<file path="config.mk">
export PLATFORM = sky130hd
export DESIGN_NAME = multi_slot_software_timer_core
export DESIGN_NICKNAME = d
export VERILOG_FILES = /design/src/sv/mst_pkg.sv /design/src/sv/multi_slot_software_timer_core.sv
export SDC_FILE = /design/constraint.sdc
export NUM_CORES = 2
export LEC_CHECK = 0
export BUFFER_PORTS_ARGS = -buffer_cell sky130_fd_sc_hd__buf_2
export CORE_MARGIN = 2
export CORE_UTILIZATION = 40
export DETAILED_ROUTE_END_ITERATION = 16
export PLACE_DENSITY = 0.59
export SETUP_SLACK_MARGIN = 0.1
export SKIP_CTS_REPAIR_TIMING = 1
export SYNTH_ARGS = -nofsm -noshare
export SYNTH_HDL_FRONTEND = slang
export SYNTH_SLANG_ARGS = --single-unit
</file>
<file path="constraint.sdc">
create_clock -name clk -period 23.5 [get_ports clk]
set_input_delay 2.35 -clock clk [delete_from_list [all_inputs] [get_ports clk]]
set_output_delay 2.35 -clock clk [all_outputs]
set_load 0.02 [all_outputs]
</file>
<file path="src/sv/mst_pkg.sv">
// types, codes and sizes shared by the multi-slot software timer
package mst_pkg;

  localparam int NUM_SLOTS = 16;
  localparam int MIN_SCALE = 1;
  localparam int SLOT_AW   = (NUM_SLOTS > 1) ? $clog2(NUM_SLOTS) : 1;
  localparam int SLOT_W    = 4;
  localparam int SCALE_W   = 16;
  localparam int DATA_W    = 32;

  localparam logic [SCALE_W-1:0] SCALE_RESET = 16'd10;

  // command kinds
  localparam logic [1:0] KIND_ARM    = 2'd0;
  localparam logic [1:0] KIND_CANCEL = 2'd1;
  localparam logic [1:0] KIND_TICK   = 2'd2;

  // response codes
  localparam logic EVENT_STATUS   = 1'b0;
  localparam logic EVENT_FIRE     = 1'b1;
  localparam logic STATUS_OK      = 1'b0;
  localparam logic STATUS_REFUSED = 1'b1;

  typedef struct packed {
    logic [1:0]        kind;
    logic [SLOT_W-1:0] slot;
    logic [DATA_W-1:0] period;
    logic              periodic;
    logic [DATA_W-1:0] tag;
  } cmd_t;

  typedef struct packed {
    logic              event_res;
    logic              status;
    logic [SLOT_W-1:0] fired_slot;
    logic [DATA_W-1:0] fired_tag;
    logic [DATA_W-1:0] epoch;
    logic              last;
  } rsp_t;

endpackage

</file>
<file path="src/sv/multi_slot_software_timer_core.sv">
// multi-slot software timer: slot store, prescaler and expiry scan
// arm or cancel: the status word is held, then moved to the response register once that is free
// a tick that closes a scale step scans NUM_SLOTS slots at one per cycle through the
// slot memory read port, unless a second expiry waits on a held one and a stalled output
// a tick that does not close a step only advances the prescaler; one command word at a time
// reset (rst, synchronous) frees all slots, clears prescaler and epoch, scale to 10
module multi_slot_software_timer_core
  import mst_pkg::*;
(
  input  logic               clk,
  input  logic               rst,
  // command words
  input  logic               cmd_valid,
  output logic               cmd_stall,
  input  cmd_t               cmd,
  // response words
  output logic               rsp_valid,
  input  logic               rsp_stall,
  output rsp_t               rsp,
  // scale register write
  input  logic               scale_we,
  input  logic [SCALE_W-1:0] scale_wdata
);

  // per-slot memory entry: period, countdown and user tag
  typedef struct packed {
    logic [DATA_W-1:0] period;
    logic [DATA_W-1:0] remaining;
    logic [DATA_W-1:0] tag;
  } entry_t;

  typedef enum logic [2:0] {
    ST_IDLE  = 3'b001,
    ST_EVAL  = 3'b010,
    ST_FLUSH = 3'b100
  } state_t;

  localparam logic [SLOT_AW-1:0] LAST_SLOT = SLOT_AW'(NUM_SLOTS - 1);
  localparam logic [SCALE_W-1:0] MIN_SC    = SCALE_W'(MIN_SCALE);

  // control registers
  state_t               state, state_next;
  logic [SLOT_AW-1:0]   idx, idx_next;
  logic                 pend_valid, pend_valid_next;
  rsp_t                 pend, pend_next;
  logic                 rsp_valid_next;
  rsp_t                 rsp_next;
  logic [SCALE_W-1:0]   prescale, prescale_next;
  logic [DATA_W-1:0]    epoch, epoch_next;
  logic [SCALE_W-1:0]   scale;
  logic [NUM_SLOTS-1:0] slot_active, slot_active_next;
  logic [NUM_SLOTS-1:0] slot_periodic, slot_periodic_next;

  // slot memory, one read and one write port, registered read data
  entry_t               mem [NUM_SLOTS];
  entry_t               rdata;
  logic                 mem_we, mem_re;
  logic [SLOT_AW-1:0]   mem_wa, mem_ra;
  entry_t               mem_wd;

  // datapath helpers
  logic                 accept;
  logic                 out_free;
  logic                 slot_ok;
  logic [SLOT_AW-1:0]   cmd_idx;
  logic [SCALE_W-1:0]   eff_scale;
  logic [SCALE_W-1:0]   prescale_inc;
  logic [DATA_W-1:0]    rem_dec;
  logic                 cur_active;
  logic                 cur_periodic;
  logic                 fire;
  logic                 eval_hold;

  assign cmd_stall    = (state != ST_IDLE);
  assign accept       = cmd_valid && !cmd_stall;
  // output register can take a word this cycle
  assign out_free     = !rsp_valid || !rsp_stall;
  assign slot_ok      = (32'(cmd.slot) < NUM_SLOTS);
  assign cmd_idx      = SLOT_AW'(cmd.slot);
  assign eff_scale    = (scale < MIN_SC) ? MIN_SC : scale;
  assign prescale_inc = prescale + 1'b1;

  // evaluation of the slot whose entry sits in the registered read data
  assign cur_active   = slot_active[idx];
  assign cur_periodic = slot_periodic[idx];
  assign rem_dec      = rdata.remaining - 1'b1;
  assign fire         = cur_active && (rem_dec == '0);
  // a second expiry needs the held one moved out first
  assign eval_hold    = fire && pend_valid && !out_free;

  always_comb begin
    state_next         = state;
    idx_next           = idx;
    pend_valid_next    = pend_valid;
    pend_next          = pend;
    rsp_valid_next     = rsp_valid && rsp_stall;
    rsp_next           = rsp;
    prescale_next      = prescale;
    epoch_next         = epoch;
    slot_active_next   = slot_active;
    slot_periodic_next = slot_periodic;
    mem_we             = 1'b0;
    mem_wa             = idx;
    mem_wd             = rdata;
    mem_re             = 1'b0;
    mem_ra             = idx;

    unique case (state)
      ST_IDLE: begin
        if (accept) begin
          case (cmd.kind)
            KIND_ARM: begin
              pend_next            = '0;
              pend_next.event_res  = EVENT_STATUS;
              pend_next.status     = (cmd.period == '0) ? STATUS_REFUSED : STATUS_OK;
              pend_valid_next      = 1'b1;
              state_next           = ST_FLUSH;
              if ((cmd.period != '0) && slot_ok) begin
                mem_we                      = 1'b1;
                mem_wa                      = cmd_idx;
                mem_wd.period               = cmd.period;
                mem_wd.remaining            = cmd.period;
                mem_wd.tag                  = cmd.tag;
                slot_active_next[cmd_idx]   = 1'b1;
                slot_periodic_next[cmd_idx] = cmd.periodic;
              end
            end
            KIND_CANCEL: begin
              pend_next           = '0;
              pend_next.event_res = EVENT_STATUS;
              pend_next.status    = STATUS_OK;
              pend_valid_next     = 1'b1;
              state_next          = ST_FLUSH;
              if (slot_ok) begin
                slot_active_next[cmd_idx] = 1'b0;
              end
            end
            KIND_TICK: begin
              prescale_next = prescale_inc;
              if (prescale_inc >= eff_scale) begin
                // scale step: bump epoch and start the slot scan at slot 0
                prescale_next = '0;
                epoch_next    = epoch + 1'b1;
                idx_next      = '0;
                mem_re        = 1'b1;
                mem_ra        = '0;
                state_next    = ST_EVAL;
              end
            end
            default: begin
            end
          endcase
        end
      end

      ST_EVAL: begin
        if (!eval_hold) begin
          if (cur_active) begin
            mem_we           = 1'b1;
            mem_wa           = idx;
            mem_wd           = rdata;
            mem_wd.remaining = (fire && cur_periodic) ? rdata.period : rem_dec;
          end
          if (fire) begin
            // held expiry is not the final one: send it on
            if (pend_valid) begin
              rsp_next       = pend;
              rsp_valid_next = 1'b1;
            end
            pend_next            = '0;
            pend_next.event_res  = EVENT_FIRE;
            pend_next.status     = STATUS_OK;
            pend_next.fired_slot = SLOT_W'(idx);
            pend_next.fired_tag  = rdata.tag;
            pend_next.epoch      = epoch;
            pend_valid_next      = 1'b1;
            if (!cur_periodic) begin
              slot_active_next[idx] = 1'b0;
            end
          end
          if (idx == LAST_SLOT) begin
            state_next = ST_FLUSH;
          end else begin
            idx_next = idx + 1'b1;
            mem_re   = 1'b1;
            mem_ra   = idx + 1'b1;
          end
        end
      end

      ST_FLUSH: begin
        if (!pend_valid) begin
          state_next = ST_IDLE;
        end else if (out_free) begin
          rsp_next        = pend;
          rsp_next.last   = 1'b1;
          rsp_valid_next  = 1'b1;
          pend_valid_next = 1'b0;
          state_next      = ST_IDLE;
        end
      end

      default: begin
        state_next = ST_IDLE;
      end
    endcase
  end

  always_ff @(posedge clk) begin
    if (rst) begin
      state         <= ST_IDLE;
      idx           <= '0;
      pend_valid    <= 1'b0;
      rsp_valid     <= 1'b0;
      prescale      <= '0;
      epoch         <= '0;
      scale         <= SCALE_RESET;
      slot_active   <= '0;
      slot_periodic <= '0;
    end else begin
      state         <= state_next;
      idx           <= idx_next;
      pend_valid    <= pend_valid_next;
      rsp_valid     <= rsp_valid_next;
      prescale      <= prescale_next;
      epoch         <= epoch_next;
      slot_active   <= slot_active_next;
      slot_periodic <= slot_periodic_next;
      if (scale_we) begin
        scale <= scale_wdata;
      end
    end
  end

  // payload registers
  always_ff @(posedge clk) begin
    pend <= pend_next;
    rsp  <= rsp_next;
  end

  // slot memory
  always_ff @(posedge clk) begin
    if (mem_we) begin
      mem[mem_wa] <= mem_wd;
    end
    if (mem_re) begin
      rdata <= mem[mem_ra];
    end
  end

`ifndef SYNTH
  // no held word may survive into idle
  a_idle_no_pend: assert property (@(posedge clk) disable iff (rst)
    state == ST_IDLE |-> !pend_valid)
    else $error("held response left over in idle");

  // arm and cancel always produce a held status word
  a_cmd_status: assert property (@(posedge clk) disable iff (rst)
    accept && (cmd.kind == KIND_ARM || cmd.kind == KIND_CANCEL)
    |=> state == ST_FLUSH && pend_valid && pend.event_res == EVENT_STATUS)
    else $error("status word missing after arm or cancel");

  // scan walks the slots one at a time
  a_scan_step: assert property (@(posedge clk) disable iff (rst)
    state == ST_EVAL && !eval_hold && idx != LAST_SLOT
    |=> state == ST_EVAL && idx == $past(idx) + 1'b1)
    else $error("slot scan skipped or repeated a slot");

  // a one-shot expiry frees its slot
  a_oneshot_free: assert property (@(posedge clk) disable iff (rst)
    state == ST_EVAL && fire && !eval_hold && !cur_periodic
    |=> !slot_active[$past(idx)])
    else $error("one-shot slot still active after expiry");

  // a stalled scan keeps its place
  a_hold_stable: assert property (@(posedge clk) disable iff (rst)
    state == ST_EVAL && eval_hold |=> state == ST_EVAL && $stable(idx))
    else $error("scan moved while output was blocked");
`endif

endmodule

</file>
### Word level (Yosys, flattened, before mapping)

Memories as Yosys holds them, arrays and structs flattened. A register that Yosys moved wholly into a read port is not among the register bits.
Index checks and enable logic that the tools add are counted.

| storage, ports and cells | value |
|---|---|
| flip-flop bits (word level) | 247 |
| latch bits | 0 |
| bits in writable memories | 1,536 |
| bits in read-only memories | 0 |
| output and inout bits | 73 |
| logic and storage cells | 169 |
| memories kept | 1 |

| cells by class | value |
|---|---|
| $add $sub $neg | 4 |
| multiply operators | 0 |
| div/mod/pow operators | 0 |
| $lt $le $gt $ge | 6 |
| eq/ne operators | 21 |
| shift-type cells | 0 |
| muxes and demuxes | 82 |
| bitwise logic cells | 5 |
| reduce and logical (&&, ||, !) cells | 29 |

Memory list:

| memory | depth | width | read ports | clocked after Yosys merged registers in | write ports | line | text |
|---|---|---|---|---|---|---|---|
| mem | 16 | 96 | 1 | 1 | 1 | multi_slot_software_timer_core.sv:55 | `entry_t mem [NUM_SLOTS];` |

Operator list:

| cell | number |
|---|---|
| two-way mux 71 bit | 8 |
| case mux 71 bit (2 select lines) | 3 |
| two-way mux 96 bit | 3 |
| case mux 96 bit (2 select lines) | 1 |
| two-way mux 64 bit | 2 |
| two-way mux 16 bit | 7 |
| logical NOT 32 bit | 2 |
| case mux 16 bit (2 select lines) | 2 |
| two-way mux 4 bit | 9 |
| adder 32 x 1 -> 32 bit, second input constant | 1 |
| bitwise AND 16 bit | 2 |
| two-way mux 32 bit | 1 |
| inverter 16 bit | 2 |
| nonzero test 32 bit | 1 |
| subtractor 32 x 1 -> 32 bit, second input constant | 1 |
| two-way mux 1 bit | 28 |
| two-way mux 3 bit | 6 |
| inequality test 2 bit, second input constant | 9 |
| adder 16 x 1 -> 16 bit, second input constant | 1 |
| bitwise mux 16 bit | 1 |
| >= comparator 16 bit | 1 |
| < comparator 16 x 1 -> 1 bit, second input constant | 1 |
| bitwise OR 16 bit | 1 |
| AND reduction 6 bit | 2 |
| 30 further kinds | 52 |

### Logic depth before layout (Yosys ltp)

| logic depth | value |
|---|---|
| depth in word-level cells | 10 |
| gate-level depth with buffers | 23 |

### Worst setup path after synthesis

No wires, ideal clock.

| path | value |
|---|---|
| path type | reg2reg |
| start | reg, netlist name rdata[32] |
| end | mem mem[12][0] (netlist name) (enable) |
| arrival time | 10.396 ns |
| path slack | 12.421 ns |
| cell stages (with the launch flop) | 17 |
| path buffers | 4 |
| clock period less this slack | 11.079 ns |
| path through | edfxtp_1 -> clkbuf_1 -> inv_1 -> ha_1 -> or4b_1 -> buf_2 -> or4_4 -> or4_1 -> nand4_2 -> a2111oi_4 -> nand4_2 -> buf_4 -> buf_6 -> nand2_1 -> nor2_2 -> nand2_1 -> o21ai_0 |

| on the way | value |
|---|---|
| cells in the longest elaborated chain, start to end | 9 |

RTL lines:

| item | line | text |
|---|---|---|
| subtractor 32 x 1 -> 32 bit | multi_slot_software_timer_core.sv:86 | `assign rem_dec = rdata.remaining - 1'b1;` |
| logical NOT 32 bit | multi_slot_software_timer_core.sv:87 | `assign fire = cur_active && (rem_dec == '0);` |
| logical AND 1 bit | multi_slot_software_timer_core.sv:87 |  |
| logical AND 1 bit (2 in a row) | multi_slot_software_timer_core.sv:89 | `assign eval_hold = fire && pend_valid && !out_free;` |
| two-way mux 1 bit | multi_slot_software_timer_core.sv:157 | `if (!eval_hold) begin` |
| case mux 1 bit (2 select lines) | multi_slot_software_timer_core.sv:108 | `unique case (state)` |
| two-way mux 1 bit | multi_slot_software_timer_core.sv:243 | `if (mem_we) begin` |
| two-way mux 1 bit (not written as such) | multi_slot_software_timer_core.sv:244 | `mem[mem_wa] <= mem_wd;` |
| end: declaration | multi_slot_software_timer_core.sv:55 |  |

Every way passes these cells.

### Final worst setup path

| path | value |
|---|---|
| start | reg, netlist name rdata[32] |
| end | reg, netlist name rdata[42] |

| on the way | value |
|---|---|
| cells in the longest elaborated chain, start to end | 7 |
| elaborated cells on any way between the ends | 9 |

RTL lines:

| item | line |
|---|---|
| subtractor 32 x 1 -> 32 bit (*) | multi_slot_software_timer_core.sv:86 |
| logical NOT 32 bit (*) | multi_slot_software_timer_core.sv:87 |
| logical AND 1 bit (*) | multi_slot_software_timer_core.sv:87 |
| logical AND 1 bit (*) (2 in a row) | multi_slot_software_timer_core.sv:89 |
| two-way mux 4 bit or two-way mux 1 bit (tied branches) | -- |
| case mux 4 bit (2 select lines) or case mux 1 bit (2 select lines) (tied branches) | multi_slot_software_timer_core.sv:108 |

Every way passes the cells marked *; elsewhere a longest branch is shown, timed or not.
A chain may end at the register's enable or synchronous reset.

==> out/results.txt <==
PD cells -> 69.56 mW/mm^2
Max-slew headroom -> 9.168%
Max stage delay on crit path -> 950 ps
Vias per cell -> 6.383
Layout cells sized above 1 -> 9.513%
Detailed Routing Iterations Pass 1 -> 6
Mapped Area -> 0.09013 mm^2
Number of max-cap violations -> 0
Unique masters post-synth -> 73
Worst setup SP type -> register
Number of setup violations in the final report -> 0
Reg clk slew, reported paths -> 60 ps
Post-synth EDFFs -> 1773
Syn Inst Count -> 7876
Post-synth ARST share -> 0%
Final core occ -> 44.24%
DP Area -> 0.09286 mm^2
Clock Path Buffers -> 3
Seq/Total Area, Yosys -> 61.41%
CTS tree -> done
Worst-path cell with the longest stage delay -> buf_4
IO buf count -> 164
GRT Util Overall -> 25.01%
Post-DRT Antenna Nets -> 0
Fin crit period -> 8212 ps
WP data arrival -> 8900 ps
Setup TNS -> 0 ps
Final Hold Violating Endpoints -> 0
Switching Fraction -> 21.41%
Max IR drop VDD -> 0.06121 mV
Routed Wire Length -> 295.3 mm
Slew Viols, Final -> 0
R2R depth -> 17
Most used cell, CP -> buf_4
Yosys warns -> 0
Outcome -> complete, no violations
Type of destination of the critical path -> register
Hold Path Class -> register to register
Global-route wire length before repair -> 436.9 mm
Sw power -> 1478 uW
Commonest non-fill, non-tap cells in the layout -> 1773 x edfxtp_1, 1433 x nand2_1, 603 x and3_1
Core area -> 0.2245 mm^2
Post-synth top area share -> 59.07%
Fmax -> 121.8 MHz
Initial Util -> 40.15%
Maximum number of pins on one net before global-route repair -> 222
Total grt overflow -> 0
Yosys top cell by area -> edfxtp_1
Num rows -> 174
RD Place Congestion -> 0.8965
Syn_nets -> 7992
Final non-filler cell area -> 0.09930 mm^2
Area delta synth->final -> 10.17%
RSZ-0062 raised after global routing -> no
Reg power frac -> 53.2%
Drt first-iter violations -> 8548
Fin Clk Skew -> 81.64 ps
P_int -> 5429 uW
Clock power frac -> 45.1%
Tcrit/Tclk final -> 34.94%
Vias in the first global route -> 66.75k
Avg Inst Size Synth -> 11.44 um^2
Via count -> 68.76k
Die Area -> 0.2291 mm^2
Worst Tran Pin Value -> 1357 ps
CP Data Required Time -> 24190 ps
IO Pins -> 165
WP depth -> 17
Crit Path Max Fanout -> 170
Worst-Skew Late Latency -> 880 ps
Dominant synthesized flop cell -> edfxtp_1
Hold depth -> 0
Initial antenna violation count -> 8
Combinational share of power -> 1.7%
Commonest non-fill, non-tap cell in the layout -> edfxtp_1
P_leak -> 0.03443 uW
Yosys reg bits -> 1878
CTS Root Cell -> clkbuf_16
Detailed-route wire length per cell -> 27.41 um
Die height -> 478.7 um
Area of the multi-input gates -> 0.03091 mm^2
Cts bufs inserted -> 199
CP Buf/Inv Count -> 5
CP top delay family -> buffers and inverters
Critical setup path kind -> register to register
H-tree level count -> 4
Clock Sinks -> 1878
Final HPWL from detailed placement -> 145.1 mm
# nets final -> 7722
Remaining DRCs -> 0
Hold_ws -> 416.7 ps
Largest cells by area after synthesis -> edfxtp_1 59%, nand2_1 6.0%, a211oi_1 4.8%, and3_1 4.2%, a311oi_1 2.9%
CP Cell Sequence -> inv_1 -> ha_1 -> or4b_1 -> or4_4 -> nor4b_1 -> a31oi_1 -> a2111oi_4 -> nand4_4 -> buf_4 -> nand2_8 -> buf_4 -> buf_12 -> buf_4 -> a211oi_1 -> a311oi_1 -> o21bai_1 -> nand4_1
Sequential Area -> 0.05535 mm^2
Fillers -> 20.17k
Die W -> 478.7 um
==> flip-flops by register name, summed over array words and instances (netlist names), named ones only <==
name	flops
rsp	71
scale	16
epoch	32
rdata	96
pend_valid	1
mem	1536
idx	4
pend	70
slot_periodic	16
prescale	16
state	3
rsp_valid	1
==> per-stage QoR <==
stage	total power, uW	instances	worst slack, ps
2_1_floorplan	3798	7876	12420
6_report	6907	10770	15290
4_1_cts	6938	10770	15530
5_1_grt	7083	10770	15080
3_5_place_dp	3858	10400	15330
3_3_place_gp	3855	10400	15370
==> path summary, 6_finish.rpt <==
path	slack [ps]	end	start
hold reg to reg	420	rsp[21]	pend[21]
setup reg to reg	15290	rdata[42]	rdata[32]
setup / recovery	15290	rdata[42]	rdata[32]
hold / removal	420	rsp[21]	pend[21]
==> cells by family (layout without fill, tap and decap cells) <==
| kind of cell | after synthesis | count (layout) | share of synthesized area (%) |
|---|---|---|---|
| and+or+nand+nor | 2912 | 2912 | 15.31 |
| AOI/OAI and AO/OA | 1983 | 1983 | 17.37 |
| DFF | 1878 | 1878 | 61.41 |
| buffers and inverters | 993 | 896 | 4.597 |
| xor gates and xnor gates | 59 | 59 | 0.5734 |
| muxes | 27 | 27 | 0.4123 |
| adders and majority gates | 24 | 24 | 0.3332 |
| other | 0 | 1 | 0 |
==> layer usage <==
layer / vias up / share of wire, % / global-route usage, %
met5: - / 0.020 / 0
met4: 8 / 3.8 / 9.510
met1: 34740 / 41 / 34.51
li1: 29900 / - / -
met3: 627 / 9.1 / 3.957
met2: 3480 / 46 / 39.70
==> Yosys cell counts (17+ instances only) <==
| cell type | n |
|---|---|
| nand3_1 | 431 |
| o211ai_1 | 204 |
| a211oi_1 | 581 |
| clkbuf_1 | 530 |
| buf_2 | 179 |
| o21bai_1 | 197 |
| a221o_1 | 17 |
| nor3_1 | 22 |
| mux2i_1 | 18 |
| ha_1 | 24 |
| nand2_1 | 1436 |
| a21oi_1 | 101 |
| o2111ai_1 | 192 |
| and2_1 | 71 |
| nor4_1 | 27 |
| nand4_1 | 111 |
| dfxtp_1 | 105 |
| and3_1 | 603 |
| inv_1 | 223 |
| edfxtp_1 | 1773 |
| xor2_1 | 38 |
| buf_1 | 29 |
| nor2_1 | 134 |
| a31oi_1 | 212 |
| xnor2_1 | 21 |
| buf_6 | 22 |
| o21ai_0 | 46 |
| a311oi_1 | 294 |
| a311oi_2 | 90 |
==> cell type report <==
| cell class | count | share of cell area [%] |
|---|---|---|
| Sequential cell | 1878 | 55.74 |
| Timing Repair Buffer | 296 | 2.014 |
| Clock inverter | 126 | 1.089 |
| Inverter | 226 | 0.8707 |
| Antenna cell | 1 | 0.002520 |
| Clock buffer | 248 | 5.386 |
| Multi-Input combinational cell | 5005 | 31.13 |
| Tap cell | 2992 | 3.770 |
==> power by group through the flow <==
stage	registers, uW	clock network, uW	logic, uW
final	3670	3120	118
after global routing	3670	3290	125
after CTS	3670	3150	116
after detailed placement	3740	0	115
after global placement	3740	0	113
after floorplan	3740	0	56.8
No activity file was read; power rests on OpenSTA's default activity.
